==> config.mk <==
export PLATFORM = sky130hd
export DESIGN_NAME = midi_track_event_parser
export DESIGN_NICKNAME = d
export VERILOG_FILES = /design/src/hdl/mtep_pkg.sv /design/src/hdl/mtep_step.sv /design/src/hdl/midi_track_event_parser.sv
export SDC_FILE = /design/constraint.sdc
export NUM_CORES = 1
export LEC_CHECK = 0
export ABC_AREA = 1
export BUFFER_PORTS_ARGS = -buffer_cell sky130_fd_sc_hd__buf_2
export CELL_PAD_IN_SITES_DETAIL_PLACEMENT = 1
export CELL_PAD_IN_SITES_GLOBAL_PLACEMENT = 2
export CORE_MARGIN = 4
export CORE_UTILIZATION = 29
export CTS_CLUSTER_DIAMETER = 80
export DETAILED_ROUTE_END_ITERATION = 16
export MAX_ROUTING_LAYER = met4
export PLACE_DENSITY_LB_ADDON = 0.1
export SETUP_SLACK_MARGIN = 0.3
export SLEW_MARGIN = 15
export SYNTH_ARGS = -nofsm -noshare
export SYNTH_HDL_FRONTEND = slang
export SYNTH_SLANG_ARGS = --single-unit
==> constraint.sdc <==
create_clock -name i_clk -period 8.4 [get_ports i_clk]
set_input_delay 1.26 -clock i_clk [delete_from_list [all_inputs] [get_ports i_clk]]
set_output_delay 1.26 -clock i_clk [all_outputs]
set_load 0.01 [all_outputs]
==> src/hdl/mtep_pkg.sv <==
package mtep_pkg;

    // parse phase codes
    localparam logic [2:0] PH_DELTA   = 3'd0;
    localparam logic [2:0] PH_STATUS  = 3'd1;
    localparam logic [2:0] PH_FIRST   = 3'd2;
    localparam logic [2:0] PH_SECOND  = 3'd3;
    localparam logic [2:0] PH_METALEN = 3'd4;
    localparam logic [2:0] PH_PAYLOAD = 3'd5;

    // result kinds
    localparam logic [2:0] KIND_CHANNEL = 3'd0;
    localparam logic [2:0] KIND_SYSTEM  = 3'd1;
    localparam logic [2:0] KIND_META    = 3'd2;
    localparam logic [2:0] KIND_PAYLOAD = 3'd3;
    localparam logic [2:0] KIND_ERROR   = 3'd4;

    // error codes
    localparam logic [1:0] ERR_NONE       = 2'd0;
    localparam logic [1:0] ERR_NO_RUNNING = 2'd1;
    localparam logic [1:0] ERR_STATUS_FE  = 2'd2;
    localparam logic [1:0] ERR_DELTA_LONG = 2'd3;

    // byte values of interest
    localparam logic [7:0] ST_UNDEFINED   = 8'hfe;
    localparam logic [7:0] ST_META        = 8'hff;
    localparam logic [7:0] META_END_TRACK = 8'h2f;
    localparam logic [3:0] HI_PROGRAM     = 4'hc;
    localparam logic [3:0] HI_PRESSURE    = 4'hd;
    localparam logic [3:0] HI_SYSTEM      = 4'hf;

    localparam int DELTA_W          = 28;
    localparam logic [2:0] DELTA_MAX_GROUPS = 3'd4;

    typedef struct packed {
        logic [2:0]         phase;
        logic [DELTA_W-1:0] delta_acc;
        logic [2:0]         group_cnt;
        logic [7:0]         running_status;
        logic [7:0]         held_first;
        logic [7:0]         meta_remaining;
        logic [7:0]         meta_length;
        logic [31:0]        byte_counter;
    } t_state;

    typedef struct packed {
        logic [2:0]         kind;
        logic [DELTA_W-1:0] delta_ticks;
        logic [7:0]         status;
        logic [7:0]         first_data;
        logic [7:0]         second_data;
        logic [7:0]         meta_length;
        logic               payload_last;
        logic               end_of_track;
        logic [1:0]         error_code;
        logic [31:0]        bytes_consumed;
    } t_result;

endpackage

==> src/hdl/mtep_step.sv <==
module mtep_step (
    input  mtep_pkg::t_state  i_state,
    input  logic [7:0]        i_byte,
    output mtep_pkg::t_state  o_next,
    output logic              o_emit,
    output mtep_pkg::t_result o_result
);

    logic       do_first;
    logic       last;
    logic       eot;
    logic [2:0] grp;
    logic [mtep_pkg::DELTA_W-1:0] acc_base;

    // one parse step per byte
    always_comb begin
        o_next   = i_state;
        o_emit   = 1'b0;
        o_result = '0;
        do_first = 1'b0;
        last     = 1'b0;
        eot      = 1'b0;
        grp      = 3'd0;
        acc_base = '0;
        o_next.byte_counter = i_state.byte_counter + 32'd1;

        unique case (i_state.phase)
            mtep_pkg::PH_STATUS: begin
                if (!i_byte[7]) begin
                    if (i_state.running_status == 8'd0) begin
                        o_next.phase        = mtep_pkg::PH_DELTA;
                        o_emit              = 1'b1;
                        o_result.kind       = mtep_pkg::KIND_ERROR;
                        o_result.status     = i_state.running_status;
                        o_result.first_data = i_byte;
                        o_result.error_code = mtep_pkg::ERR_NO_RUNNING;
                    end else begin
                        do_first = 1'b1;
                    end
                end else if (i_byte == mtep_pkg::ST_UNDEFINED) begin
                    o_next.phase        = mtep_pkg::PH_DELTA;
                    o_emit              = 1'b1;
                    o_result.kind       = mtep_pkg::KIND_ERROR;
                    o_result.status     = mtep_pkg::ST_UNDEFINED;
                    o_result.first_data = i_byte;
                    o_result.error_code = mtep_pkg::ERR_STATUS_FE;
                end else begin
                    o_next.running_status = i_byte;
                    o_next.phase          = mtep_pkg::PH_FIRST;
                end
            end
            mtep_pkg::PH_FIRST: begin
                do_first = 1'b1;
            end
            mtep_pkg::PH_SECOND: begin
                o_next.phase         = mtep_pkg::PH_DELTA;
                o_emit               = 1'b1;
                o_result.kind        = mtep_pkg::KIND_CHANNEL;
                o_result.status      = i_state.running_status;
                o_result.first_data  = i_state.held_first;
                o_result.second_data = i_byte;
            end
            mtep_pkg::PH_METALEN: begin
                last = (i_byte == 8'd0);
                eot  = last && (i_state.held_first == mtep_pkg::META_END_TRACK);
                o_next.meta_length    = i_byte;
                o_next.meta_remaining = i_byte;
                o_next.phase = last ? mtep_pkg::PH_DELTA : mtep_pkg::PH_PAYLOAD;
                if (eot) begin
                    o_next.running_status = 8'd0;
                end
                o_emit                = 1'b1;
                o_result.kind         = mtep_pkg::KIND_META;
                o_result.status       = i_state.running_status;
                o_result.first_data   = i_state.held_first;
                o_result.meta_length  = i_byte;
                o_result.payload_last = last;
                o_result.end_of_track = eot;
            end
            mtep_pkg::PH_PAYLOAD: begin
                o_next.meta_remaining = i_state.meta_remaining - 8'd1;
                last = (o_next.meta_remaining == 8'd0);
                eot  = last && (i_state.held_first == mtep_pkg::META_END_TRACK);
                if (last) begin
                    o_next.phase = mtep_pkg::PH_DELTA;
                    if (eot) begin
                        o_next.running_status = 8'd0;
                    end
                end
                o_emit                = 1'b1;
                o_result.kind         = mtep_pkg::KIND_PAYLOAD;
                o_result.status       = i_state.running_status;
                o_result.first_data   = i_state.held_first;
                o_result.second_data  = i_byte;
                o_result.meta_length  = i_state.meta_length;
                o_result.payload_last = last;
                o_result.end_of_track = eot;
            end
            default: begin
                // delta time groups, most significant first
                o_next.phase = mtep_pkg::PH_DELTA;
                acc_base = (i_state.group_cnt == 3'd0) ? '0 : i_state.delta_acc;
                o_next.delta_acc = {acc_base[mtep_pkg::DELTA_W-8:0], i_byte[6:0]};
                grp = i_state.group_cnt + 3'd1;
                o_next.group_cnt = grp;
                if (!i_byte[7]) begin
                    o_next.group_cnt = 3'd0;
                    o_next.phase     = mtep_pkg::PH_STATUS;
                end else if (grp >= mtep_pkg::DELTA_MAX_GROUPS) begin
                    o_next.group_cnt    = 3'd0;
                    o_emit              = 1'b1;
                    o_result.kind       = mtep_pkg::KIND_ERROR;
                    o_result.status     = i_state.running_status;
                    o_result.first_data = i_byte;
                    o_result.error_code = mtep_pkg::ERR_DELTA_LONG;
                end
            end
        endcase

        // first data byte under the status in effect
        if (do_first) begin
            o_next.held_first = i_byte;
            if (i_state.running_status[7:4] == mtep_pkg::HI_PROGRAM ||
                i_state.running_status[7:4] == mtep_pkg::HI_PRESSURE) begin
                o_next.phase        = mtep_pkg::PH_DELTA;
                o_emit              = 1'b1;
                o_result.kind       = mtep_pkg::KIND_CHANNEL;
                o_result.status     = i_state.running_status;
                o_result.first_data = i_byte;
            end else if (i_state.running_status[7:4] == mtep_pkg::HI_SYSTEM) begin
                if (i_state.running_status == mtep_pkg::ST_META) begin
                    o_next.phase = mtep_pkg::PH_METALEN;
                end else begin
                    o_next.phase        = mtep_pkg::PH_DELTA;
                    o_emit              = 1'b1;
                    o_result.kind       = mtep_pkg::KIND_SYSTEM;
                    o_result.status     = i_state.running_status;
                    o_result.first_data = i_byte;
                end
            end else begin
                o_next.phase = mtep_pkg::PH_SECOND;
            end
        end

        o_result.delta_ticks    = o_next.delta_acc;
        o_result.bytes_consumed = o_next.byte_counter;
    end

endmodule

==> src/hdl/midi_track_event_parser.sv <==
// output: a result is registered and appears on the output in the cycle after its byte is taken
// throughput: one byte per cycle; input stalls only while a result waits and the
//   output side stalls
// reset (synchronous, active low): parse restarts at the delta time, running status,
//   delta and byte count cleared, output register emptied
module midi_track_event_parser (
    input  logic        i_clk,
    input  logic        i_rst_n,
    input  logic        i_valid,
    output logic        o_stall,
    input  logic [7:0]  i_data_byte,
    output logic        o_valid,
    input  logic        i_stall,
    output logic [2:0]  o_kind,
    output logic [27:0] o_delta_ticks,
    output logic [7:0]  o_status,
    output logic [7:0]  o_first_data,
    output logic [7:0]  o_second_data,
    output logic [7:0]  o_meta_length,
    output logic        o_payload_last,
    output logic        o_end_of_track,
    output logic [1:0]  o_error_code,
    output logic [31:0] o_bytes_consumed
);

    mtep_pkg::t_state  r_state;
    mtep_pkg::t_state  n_state;
    mtep_pkg::t_result r_res;
    mtep_pkg::t_result n_res;
    logic              r_out_valid;
    logic              emit;
    logic              accept;

    // input beat taken unless a result is held and stalled
    assign o_stall = r_out_valid & i_stall;
    assign accept  = i_valid & ~o_stall;

    mtep_step u_step (
        .i_state  (r_state),
        .i_byte   (i_data_byte),
        .o_next   (n_state),
        .o_emit   (emit),
        .o_result (n_res)
    );

    // parse state
    always_ff @(posedge i_clk) begin
        if (!i_rst_n) begin
            r_state <= '0;
        end else if (accept) begin
            r_state <= n_state;
        end
    end

    // output register
    always_ff @(posedge i_clk) begin
        if (!i_rst_n) begin
            r_out_valid <= 1'b0;
        end else if (accept && emit) begin
            r_out_valid <= 1'b1;
        end else if (!i_stall) begin
            r_out_valid <= 1'b0;
        end
    end

    always_ff @(posedge i_clk) begin
        if (accept && emit) begin
            r_res <= n_res;
        end
    end

    assign o_valid          = r_out_valid;
    assign o_kind           = r_res.kind;
    assign o_delta_ticks    = r_res.delta_ticks;
    assign o_status         = r_res.status;
    assign o_first_data     = r_res.first_data;
    assign o_second_data    = r_res.second_data;
    assign o_meta_length    = r_res.meta_length;
    assign o_payload_last   = r_res.payload_last;
    assign o_end_of_track   = r_res.end_of_track;
    assign o_error_code     = r_res.error_code;
    assign o_bytes_consumed = r_res.bytes_consumed;

    // delta group count never holds a full four groups
    a_group_cnt: assert property (@(posedge i_clk) disable iff (!i_rst_n)
        r_state.group_cnt < mtep_pkg::DELTA_MAX_GROUPS)
        else $error("delta group count out of range");

    // every accepted byte advances the byte count by one
    a_byte_count: assert property (@(posedge i_clk) disable iff (!i_rst_n)
        accept |=> r_state.byte_counter == $past(r_state.byte_counter) + 32'd1)
        else $error("byte count did not advance");

    // error code is set exactly on error results
    a_err_kind: assert property (@(posedge i_clk) disable iff (!i_rst_n)
        o_valid |-> ((o_kind == mtep_pkg::KIND_ERROR) == (o_error_code != mtep_pkg::ERR_NONE)))
        else $error("error code and kind disagree");

    // end of track only on the last beat of a meta event
    a_eot_last: assert property (@(posedge i_clk) disable iff (!i_rst_n)
        (o_valid && o_end_of_track) |-> o_payload_last)
        else $error("end of track without last payload");

endmodule
[Word-level counts from Yosys, hierarchy flattened]
Index checks and enable logic that the tools add are counted.
Storage, ports and cells
  bits in registers: 198
  input port bits: 12
Cells by class
  $add $sub $neg: 3
  order comparisons: 1
  equal/unequal tests: 20
  mux-type cells: 64
  bitwise operators: 4
  reduce and logical (&&, ||, !) cells: 21
Operators with widths (count)
  two-way mux 16 bit: 9
  two-way mux 3 bit: 19
  case mux 16 bit (3 select lines): 1
  two-way mux 8 bit: 5
  adder 32 x 1 -> 32 bit, second input constant: 1
  two-way mux 31 bit: 1
  logical NOT 8 bit: 3
  case mux 8 bit (3 select lines): 1
  two-way mux 21 bit: 1
  case mux 10 bit (2 select lines): 1
  equality test 8 bit, second input constant: 2
  case mux 8 bit (2 select lines): 1
  two-way mux 1 bit: 15
  case mux 3 bit (5 select lines): 1
  equality test 4 bit, second input constant: 3
  case mux 3 bit (4 select lines): 1
  two-way mux 2 bit: 5
  inequality test 2 x 1 -> 1 bit, second input constant: 5
  equality test 8 x 6 -> 1 bit, second input constant: 1
  AND reduction 2 bit: 4
  subtractor 8 x 1 -> 8 bit, second input constant: 1
  AND reduction 7 bit: 1
  equality test 3 x 2 -> 1 bit, second input constant: 2
  equality test 3 bit, second input constant: 2
  other kinds (21): 27

[Depth between registers and ports, before layout]
Gate-level depths: netlist of the first run.
  depth after elaboration: 11
  gate-level depth with buffers: 13

[Modules after synthesis]
A second synthesis of the first run with hierarchy kept.
Second synthesis, totals
  cell total of the unflattened synthesis: 1368
  area total of the unflattened synthesis: 10722.8 um^2
By module, submodules not included
  midi_track_event_parser: times used 1, cells an instance 750, area each 7414.6 um^2, sequential area each 4954.8 um^2
  mtep_step: times used 1, cells an instance 618, area each 3308.2 um^2, sequential area each 0.0 um^2

[Least setup slack after synthesis of the first run]
Ideal clock, no wire load.
  path kind: input to register
  start point: in i_stall
  end point: reg r_res, in the netlist o_bytes_consumed[0] (enable)
  library setup time: 452 ps
  arrival: 3960 ps
  required time: 7948 ps
  setup slack: 3987 ps
  cell stages on the path: 6
  buffers on the path: 1
  cells stage by stage: nand2_1 -> nand2_1 -> clkinv_1 -> clkbuf_1 -> o21ai_1 -> inv_1
On the way
  longest elaborated chain between the ends: 4
RTL lines
  from (decl): line midi_track_event_parser.sv:13  | input logic i_stall,
  AND 1 bit: line midi_track_event_parser.sv:35  | assign o_stall = r_out_valid & i_stall;
  inverter 1 bit: line midi_track_event_parser.sv:36  | assign accept = i_valid & ~o_stall;
  AND 1 bit: line midi_track_event_parser.sv:36
  logical AND 1 bit: line midi_track_event_parser.sv:67  | if (accept && emit) begin
  to (signal assigned): line midi_track_event_parser.sv:68  | r_res <= n_res;
  to (decl): line midi_track_event_parser.sv:28  | mtep_pkg::t_result r_res;
Every way passes these cells.
A chain may end at the register's enable or synchronous reset.

[Final worst setup path of the first run]
  start point: in i_stall
  end point: reg r_res, in the netlist o_bytes_consumed[8] (enable)
Same word-level chain as after synthesis.

==> metrics.yaml, run 1 <==
pre_cts_ws_ns: 3.660
grt-ovfl-total: 0
crit_arrival_ns: 4.29
synth.most_common_cell: "nand2_1"
drt_iter0_drc: 349
finalCritPeriodShare: 0.5014
syn_inst: 982
p_leak_uw: 0.004210
final_cells: 1486
grt.total_usage: 0.1590
crit_path_cell_trace: "buf_2 -> nand2_1 -> nand2_2 -> buf_4 -> clkinv_1 -> o21ai_1 -> inv_4 -> buf_4"
top_usage_layer: "met2"
drive_gt1_frac: 0.1724
ir_worst_vdd_mv: 0.1083
path_clk_slew_ns: 0.07
route.detailed.drc: 0
die-area_um2: 32900
crit_required_ns: 8.48
grt_pass1_vias: 6949
grtUsageMet2: 0.2553
hold_depth: 2
synth_fp_nets: 999
place_hpwl_mm: 17.91
cts_sinks: 198
power_density_nw_per_um2: 217.0
clkLatencyLatePin_ns: 0.44
startpoint_type: "input pin"
cts_tree: "built"
cp_max_fo: 58
area_growth_pct: 17.78
min_path_type: "reg -> reg"
antenna-diode-count: 0
ios: 113
r2r_cells: 7
grt_max_degree: 59
ys_seq_area_frac: 0.5683
ys_seq_elements: 198
worst_path_max_delay_cell: "clkinv_1"
async_flop_share: 0
max-clock-path-buffers: 2
start_util: 0.2942
place_congestion: 0.7799
rows: 63
dp_cells: 1454
report.final.setup_viol: 0
finalWorstSetupSlack_ns: 4.188
finalNetCount: 1100
cts_setup_buffers: 0
fin_skew_ns: 0.01570
syn_avg_cell_area_um2: 8.878
crit_top_cell: "buf_4"
end_kind: "register"
hold_viol: 0
synth_commonest_cells: "187 x nand2_1, 124 x inv_1, 99 x dfxtp_1, 99 x edfxtp_1, 90 x o21ai_0"
die_w_um: 181.4
cts-hold-fix-buffers: 0
synth_edf_count: 99
synth_area_leaders: "edfxtp_1 34%, dfxtp_1 23%, nand2_1 8.1%, inv_1 5.3%, o21ai_0 5.2%"
detail_route.vias_per_cell: 4.622
worstSetupPathType: "in -> reg"
finalInstanceArea_um2: 10270
worst_path_largest_cell_delay_ns: 0.85
dieHeight_um: 181.4
outcome: "complete, no violations"
coreArea_um2: 29640
synth.lib_cells_used.distinct: 41
post_cts_resized: 0
num_vias: 6869
synth_ff_type: "edfxtp_1"
ys_warn_count: 0
placed_cell_area_um2: 9667
ant_nets: 0
nFillCells: 3496
grt_use_met1: 0.2146
numPortBuffers: 112
drv_cap: 0
reg2reg_setup_slack_ns: 4.76
grt_pass1_wl_mm: 40.17
tightest_slew_ns: 1.058
rsz0062_at_grt: "false"
slew_headroom: 0.2924
min_period_ns: 4.212
numCtsBuffers: 17
clock.fmax_ghz: 0.2374
firstDrtPassIters: 4
syn_area_um2: 8718
fin_setup_tns_ns: 0
grt_use_met3: 0.02624
h-tree-depth: 4
yosysTopAreaCellShare: 0.3410
cts_root_buffer: "clkbuf_16"
yosys.area.top_type: "edfxtp_1"
totalWireLength_mm: 25.32
grt_antenna_before_repair: 0
wl_per_cell_um: 17.04
finalMaxSlewViolations: 0
-- worst paths after layout --
kind,from,endpoint
min reg2reg,r_state[92]$_SDFFE_PN0P_,r_state[92]$_SDFFE_PN0P_
max reg2reg,o_valid$_SDFFE_PN0P_,o_bytes_consumed[8]$_DFFE_PP_
max,i_stall,o_bytes_consumed[8]$_DFFE_PP_
min,r_state[92]$_SDFFE_PN0P_,r_state[92]$_SDFFE_PN0P_
-- worst max-delay path, delay by kind of cell --
family | cells | cell delay (ns)
AND/OR/NAND/NOR | 2 | 0.16
AO/OA/AOI/OAI | 1 | 0.70
buffers and inverters | 5 | 2.03
-- area by class of cell --
type	count	area [um2]	share of cell area
clock buffer	18	439.2	0.04277
timing repair buffer	119	613.1	0.05971
clock inverter	14	162.7	0.01584
multi-input combinational	617	3118	0.3036
tap	390	488.0	0.04752
inverter	130	493.0	0.04801
sequential	198	4955	0.4825
-- logic make-up after synthesis --
group | synth area share
and+or+nand+nor | 0.1836
xor gates and xnor gates | 0.02712
DFF | 0.5683
AOI/OAI and AO/OA | 0.1395
adders and majority gates | 0.007176
buffers and inverters | 0.07434
-- stage by stage --
step	total power, uW	hold WS, ns	util
6_report	2228	0.4529	0.3465
5_1_grt	2346	0.4939	0.3465
4_1_cts	2268	0.4559	0.3465
3_5_place_dp	1426	0.4448	0.3262
3_3_place_gp	1424	0.4454	0.3262
2_1_floorplan	1318	0.4242	-
-- per-layer routing --
layer	wire length (um)	part of all wire
met1	12410	0.49
met2	12000	0.47
met3	705	0.028
met4	199	0.0079
met5	0	0
-- registers in the layout (all words and copies together) (netlist names) --
signal	flops
o_bytes_consumed	32
o_delta_ticks	28
o_end_of_track	1
o_error_code	2
o_first_data	8
o_kind	3
o_meta_length	8
o_payload_last	1
o_second_data	8
o_status	8
o_valid	1
r_state	98
-- report_power, final --
group | internal, uW | total (uW) | leakage (uW) | switching (uW)
Clock | 409 | 832 | 0.000286 | 424
Sequential | 1080 | 1120 | 0.00174 | 38.2
Combinational | 76.7 | 273 | 0.00219 | 197
-- layout by cell type (no fill, tap or decap), types with 3 or more instances in the layout --
cell type,synthesis,layout
o22ai_1,3,3
nand3_1,41,41
nor3_4,3,3
nor2_1,83,83
o21ai_0,90,90
clkinv_8,0,5
a21oi_1,78,78
xor2_1,26,26
o21ai_1,10,10
nand2_2,9,10
nor3_1,23,23
o31ai_1,4,4
inv_2,4,3
ha_1,5,5
clkbuf_16,0,17
buf_4,0,7
nand4_1,9,9
a21oi_2,3,3
a211oi_1,16,16
dfxtp_1,99,99
buf_2,10,112
a31oi_1,5,5
inv_6,0,4
edfxtp_1,99,99
inv_1,124,123
o21ai_2,5,5
nand2_1,187,186
Note: power is estimated with default switching activity, not from simulation.
==> inputs of run 2 (changes only) <==
ABC_AREA = 0   (was 1)
clock period = 4.2 ns   (was 8.4 ns; I/O delays follow)
==> metrics.yaml, run 2 <==
max-clock-path-buffers: 2  # unchanged
hold_viol: 0  # unchanged
power_density_nw_per_um2: 407.5  # +88%
min_period_ns: 3.238
syn_avg_cell_area_um2: 9.915  # +12%
grt_use_met1: 0.2063  # -0.008300
outcome: "complete, no violations"
ant_nets: 0  # unchanged
yosysTopAreaCellShare: 0.3369  # -0.004109
syn_inst: 890  # -9.4%
fin_skew_ns: 0.01643  # +0.0007276 ns
synth_top_family_by_area: "simple AND/OR/NAND/NOR gates"
cts_setup_buffers: 0  # unchanged
ys_seq_area_frac: 0.5615  # -0.006849
rsz0062_at_grt: "false"
top_usage_layer: "met2"
start_util: 0.2962  # +0.002013
finalInstanceArea_um2: 10380  # +1.0%
ys_warn_count: 0  # unchanged
hold_start: "r_state[94]$_SDFFE_PN0P_"
nFillCells: 3396  # -2.9%
r2r_cells: 6  # -1
drv_cap: 0  # unchanged
synth_fa_ha_area_frac: 0.007089  # -0.00008648
r2r_start: "r_state[95]$_SDFFE_PN0P_"
grtUsageMet2: 0.2510  # -0.004221
synth_ff_type: "edfxtp_1"
worstSetupPathType: "reg -> reg"
die-area_um2: 33280  # +1.2%
area_growth_pct: 17.57
end_kind: "register"
cts_sinks: 198  # unchanged
synth.most_common_cell: "nand2_1"
reg2reg_to: "o_delta_ticks[14]$_DFFE_PP_"
synth_commonest_cells: "157 x nand2_1, 99 x dfxtp_1, 99 x edfxtp_1"
grt_pass1_vias: 6948  # -0.014%
grt_max_degree: 62  # +5.1%
path_clk_slew_ns: 0.07  # about the same
endpoint: "o_delta_ticks[14]$_DFFE_PP_"
grt_antenna_before_repair: 0  # unchanged
post_cts_resized: 0  # unchanged
grt_pass1_wl_mm: 39.91  # -0.65%
startpoint_type: "register"
finalHoldWorstSlack_ns: 0.4580  # +0.005096 ns
register_area_um2: 4955  # unchanged
clkLatencyLatePin_ns: 0.44  # about the same
cts-hold-fix-buffers: 0  # unchanged
firstDrtPassIters: 4  # unchanged
rows: 63  # unchanged
grt-ovfl-total: 0  # unchanged
layout_commonest_cell: "nand2_1"
cts_tree: "built"
pre_cts_ws_ns: 0.9589  # -2.701 ns
grt.total_usage: 0.1555  # -0.003545
grt_use_met3: 0.02591  # -0.0003301
numCtsBuffers: 17  # unchanged
placed_cell_area_um2: 9778  # +1.2%
largest_register_ffs: 98  # unchanged
finalNetCount: 995  # -9.5%
p_leak_uw: 0.003797  # -9.8%
route.detailed.drc: 0  # unchanged
report.final.setup_viol: 0  # unchanged
drive_gt1_frac: 0.1786  # +0.006162
synth_edf_count: 99  # unchanged
dieHeight_um: 182.4  # +0.58%
h-tree-depth: 4  # unchanged
finalWorstSetupSlack_ns: 0.9622  # -3.226 ns
ir_worst_vdd_mv: 0.1877  # +73%
finalMaxSlewViolations: 0  # unchanged
multi_input_area_um2: 3650  # +17%
fin_setup_tns_ns: 0  # unchanged
final_cell_mix: "157 x nand2_1, 112 x buf_2, 99 x edfxtp_1, 99 x dfxtp_1, 76 x nor2_1"
synth_fp_nets: 907  # -9.2%
numPortBuffers: 112  # unchanged
cp_max_fo: 61  # +5.2%
num_vias: 6698  # -2.5%
place_congestion: 0.7670  # -1.7%
synth.lib_cells_used.distinct: 67  # +63%
drt_iter0_drc: 386  # +11%
synth-simple-area-share: 0.2036  # +0.02005
slew_headroom: 0.3168  # +0.02446
async_flop_share: 0  # unchanged
synthXorXnorAreaFrac: 0.05359  # +0.02647
ys_seq_elements: 198  # unchanged
tightest_slew_ns: 1.025  # -0.03279 ns
synth_compound_area_frac: 0.1188  # -0.02068
place_hpwl_mm: 16.65  # -7.0%
finalCritPeriodShare: 0.7709
synth_area_leaders: "edfxtp_1 34%, dfxtp_1 22%, nand2_1 6.7%, nor2_1 3.4%, a21oi_1 3.1%"
coreArea_um2: 29800  # +0.53%
syn_area_um2: 8825  # +1.2%
crit_required_ns: 4.26  # -4.22 ns
synth.area.mux_share: 0.02609  # +0.02609
totalWireLength_mm: 24.69  # -2.5%
clock.fmax_ghz: 0.3089
largest_register: "r_state"
wl_per_cell_um: 17.88  # +4.9%
detail_route.vias_per_cell: 4.850  # +4.9%
antenna-diode-count: 0  # unchanged
crit_start: "r_state[95]$_SDFFE_PN0P_"
crit_arrival_ns: 3.30  # -0.99 ns
die_w_um: 182.4  # +0.58%
yosys.area.top_type: "edfxtp_1"
reg2reg_setup_slack_ns: 0.96  # -3.80 ns
ios: 113  # unchanged
cts_root_buffer: "clkbuf_16"
min_path_type: "reg -> reg"
## run 2: changes by cell type after synthesis, moves of 23 or more
cell / change
xnor2_1: +26
nand2_1: -30
a21oi_1: -23
o21ai_0: -55
mux2i_1: +23
inv_1: -110
## run 2: area by class of cell
type	count	area share
Inverter	15	0.005427
Clock inverter	15	0.01592
Clock buffer	17	0.04100
Timing Repair Buffer	122	0.06126
Tap cell	390	0.04703
Multi-Input combinational cell	624	0.3518
Sequential cell	198	0.4776
## run 2: cell families after synthesis
kind of cell	count (synthesis)
AND/OR/NAND/NOR	379
flip-flops	198
AO/OA/AOI/OAI	163
buffers and inverters	68
XOR/XNOR	54
multiplexers	23
adder cells (fa/ha/maj)	5
## run 2: worst min path at each step
stage                                to  slack (ns)  depth (start not counted)
5_1_grt            o_valid$_SDFFE_PN0P_        0.46                          3
6_report       r_state[94]$_SDFFE_PN0P_        0.46                          2
3_3_place_gp   r_state[94]$_SDFFE_PN0P_        0.45                          2
3_5_place_dp   r_state[94]$_SDFFE_PN0P_        0.45                          2
4_1_cts            o_valid$_SDFFE_PN0P_        0.46                          3
2_1_floorplan  r_state[32]$_SDFFE_PN0P_        0.44                          2
## run 2: through the flow
stage          instances    util  power (uW)
2_1_floorplan        890       -        2426
3_3_place_gp        1349  0.3282        2591
3_5_place_dp        1349  0.3282        2591
4_1_cts             1381  0.3480        4307
5_1_grt             1381  0.3482        4425
6_report            1381  0.3482        4228
## run 2: critical path: stages, from the launching register on
cell	delay (ns)
dfxtp_1	0.72
inv_1	0.23
o21ai_1	0.68
o21bai_1	0.30
nor3_1	0.15
nor2_4	0.11
buf_4	0.60
## run 2: report_power, final
part	internal (uW)	total, uW	switching [uW]
Clock	896	1700	800
Sequential	2100	2140	40.2
Combinational	108	394	286
## run 2: layer usage
layer | part of all wire | up-vias | routed length (um)
met5 | 0 | - | 0
met4 | 0.012 | 0 | 302
met3 | 0.027 | 20 | 675
met2 | 0.48 | 95 | 11800
met1 | 0.48 | 3252 | 11910
li1 | - | 3331 | -
==> inputs of run 3 (changes only) <==
clock period = 3.2 ns   (was 4.2 ns; I/O delays follow)
==> metrics.yaml, run 3 (same netlist as run 2, synthesis figures left out) <==
cts_setup_buffers: 0  # unchanged
place_hpwl_mm: 17.13  # +2.9%
totalWireLength_mm: 25.12  # +1.7%
rsz0062_at_grt: "false"
drive_gt1_frac: 0.1939  # +0.01526
tightest_slew_ns: 0.9130  # -0.1118 ns
min_path_type: "in -> reg"
wl_per_cell_um: 17.93  # +0.29%
worstSetupPathType: "reg -> reg"
startpoint_type: "register"
coreArea_um2: 29800  # unchanged
clkLatencyLatePin_ns: 0.44  # about the same
numPortBuffers: 112  # unchanged
clock.fmax_ghz: 0.3706  # +20%
num_vias: 6841  # +2.1%
antenna-diode-count: 0  # unchanged
fin_skew_ns: 0.01918  # +0.002747 ns
rows: 63  # unchanged
numCtsBuffers: 17  # unchanged
die_w_um: 182.4  # unchanged
h-tree-depth: 4  # unchanged
area_growth_pct: 19.59
route.detailed.drc: 0  # unchanged
p_total_uw: 5505  # +30%
largest_register: "r_state"
grt.total_usage: 0.1571  # +0.001572
p_clk_frac: 0.389  # -0.012
final_cell_mix: "157 x nand2_1, 112 x buf_2, 99 x edfxtp_1, 99 x dfxtp_1, 76 x nor2_1"
grt_pass1_vias: 6986  # +0.55%
firstDrtPassIters: 4  # unchanged
grt_pass1_wl_mm: 40.37  # +1.2%
grt_antenna_before_repair: 0  # unchanged
finalNetCount: 1015  # +2.0%
finalCritPeriodShare: 0.8432  # +0.07229
cts_tree: "built"
dieHeight_um: 182.4  # unchanged
path_clk_slew_ns: 0.08  # about the same
crit_arrival_ns: 2.77  # -0.53 ns
drt_iter0_drc: 394  # +2.1%
seqPwrFrac: 0.509  # +0.003
largest_register_ffs: 98  # unchanged
finalWorstSetupSlack_ns: 0.5018  # -0.4604 ns
die-area_um2: 33280  # unchanged
start_util: 0.2962  # unchanged
cts_sinks: 198  # unchanged
ant_nets: 0  # unchanged
finalMaxSlewViolations: 0  # unchanged
power_density_nw_per_um2: 521.6  # +28%
grt-ovfl-total: 0  # unchanged
layout_commonest_cell: "nand2_1"
ir_worst_vdd_mv: 0.2722  # +45%
cts_root_buffer: "clkbuf_16"
report.final.setup_viol: 0  # unchanged
post_cts_resized: 0  # unchanged
end_kind: "register"
p_int_uw: 4024  # +30%
place_congestion: 0.7766  # +1.3%
crit_required_ns: 3.27  # -0.99 ns
pre_cts_ws_ns: 0.5198  # -0.4391 ns
cts-hold-fix-buffers: 0  # unchanged
detail_route.vias_per_cell: 4.883  # +0.68%
max-clock-path-buffers: 2  # unchanged
cp_max_fo: 39  # -36%
combPwrFrac: 0.102  # +0.009
nFillCells: 3390  # -0.18%
hold_viol: 0  # unchanged
grt_max_degree: 61  # -1.6%
slew_headroom: 0.3890  # +0.07220
outcome: "complete, no violations"
min_period_ns: 2.698  # -0.5396 ns
switchingPower_uw: 1481  # +32%
swShare: 0.2690  # +0.002679
p_leak_uw: 0.003885  # +2.3%
drv_cap: 0  # unchanged
ios: 113  # unchanged
-- run 3: cell count changes in the layout (fill, tap and decap cells not counted), moves of 2 or more --
cell        change
clkinv_2        -2
clkinvlp_4      +3
inv_6           -2
buf_4          +17
clkbuf_1        +2
buf_12          +3
-- run 3: worst paths after layout --
path	end	start	slack, ns	depth (start not counted)
setup / recovery	o_bytes_consumed[26]$_DFFE_PP_	r_state[97]$_SDFFE_PN0P_	0.50	6
hold / removal	o_valid$_SDFFE_PN0P_	i_valid	0.41	3
setup reg to reg	o_bytes_consumed[26]$_DFFE_PP_	r_state[97]$_SDFFE_PN0P_	0.50	6
hold reg to reg	r_state[93]$_SDFFE_PN0P_	r_state[93]$_SDFFE_PN0P_	0.46	2
-- run 3: power groups by stage --
stage               Clock, uW  Combinational [uW]  Sequential, uW
floorplan                   0                 306            2880
global placement            0                 576            2860
detailed placement          0                 574            2860
CTS                      2230                 576            2800
global route             2340                 622            2810
finish                   2140                 560            2800
-- run 3: critical path: stages (launching register included) --
cell      delay [ns]
dfxtp_1         0.41
or3b_1          0.55
a211oi_4        0.37
o2111a_1        0.28
nor3_2          0.09
nor2_4          0.16
buf_4           0.45
-- run 3: area by class of cell --
| type | instances | area [um2] | area share |
|---|---|---|---|
| Sequential cell | 198 | 4955 | 0.4695 |
| Multi-Input combinational cell | 624 | 3656 | 0.3464 |
| Timing Repair Buffer | 142 | 823.3 | 0.07801 |
| Tap cell | 390 | 488.0 | 0.04624 |
| Clock buffer | 19 | 432.9 | 0.04102 |
| Clock inverter | 13 | 142.6 | 0.01352 |
| Inverter | 15 | 56.30 | 0.005335 |
-- run 3: routing by layer --
metal,part of all wire,GRT usage
met1,0.49,0.2160
met2,0.48,0.2501
met3,0.027,0.02332
met4,0.0070,0.02972
met5,0,-
-- run 3: stage by stage --
step | instances | TNS, ns | utilization | hold slack, ns | cell area, um2
3_3_place_gp | 1369 | 0 | 0.3349 | 0.4478 | 9978
2_1_floorplan | 890 | -24.02 | - | 0.4360 | 8865
6_report | 1401 | 0 | 0.3542 | 0.4107 | 10550
5_1_grt | 1401 | 0 | 0.3542 | 0.4083 | 10550
4_1_cts | 1401 | 0 | 0.3542 | 0.4014 | 10550
3_5_place_dp | 1369 | 0 | 0.3349 | 0.4512 | 9978
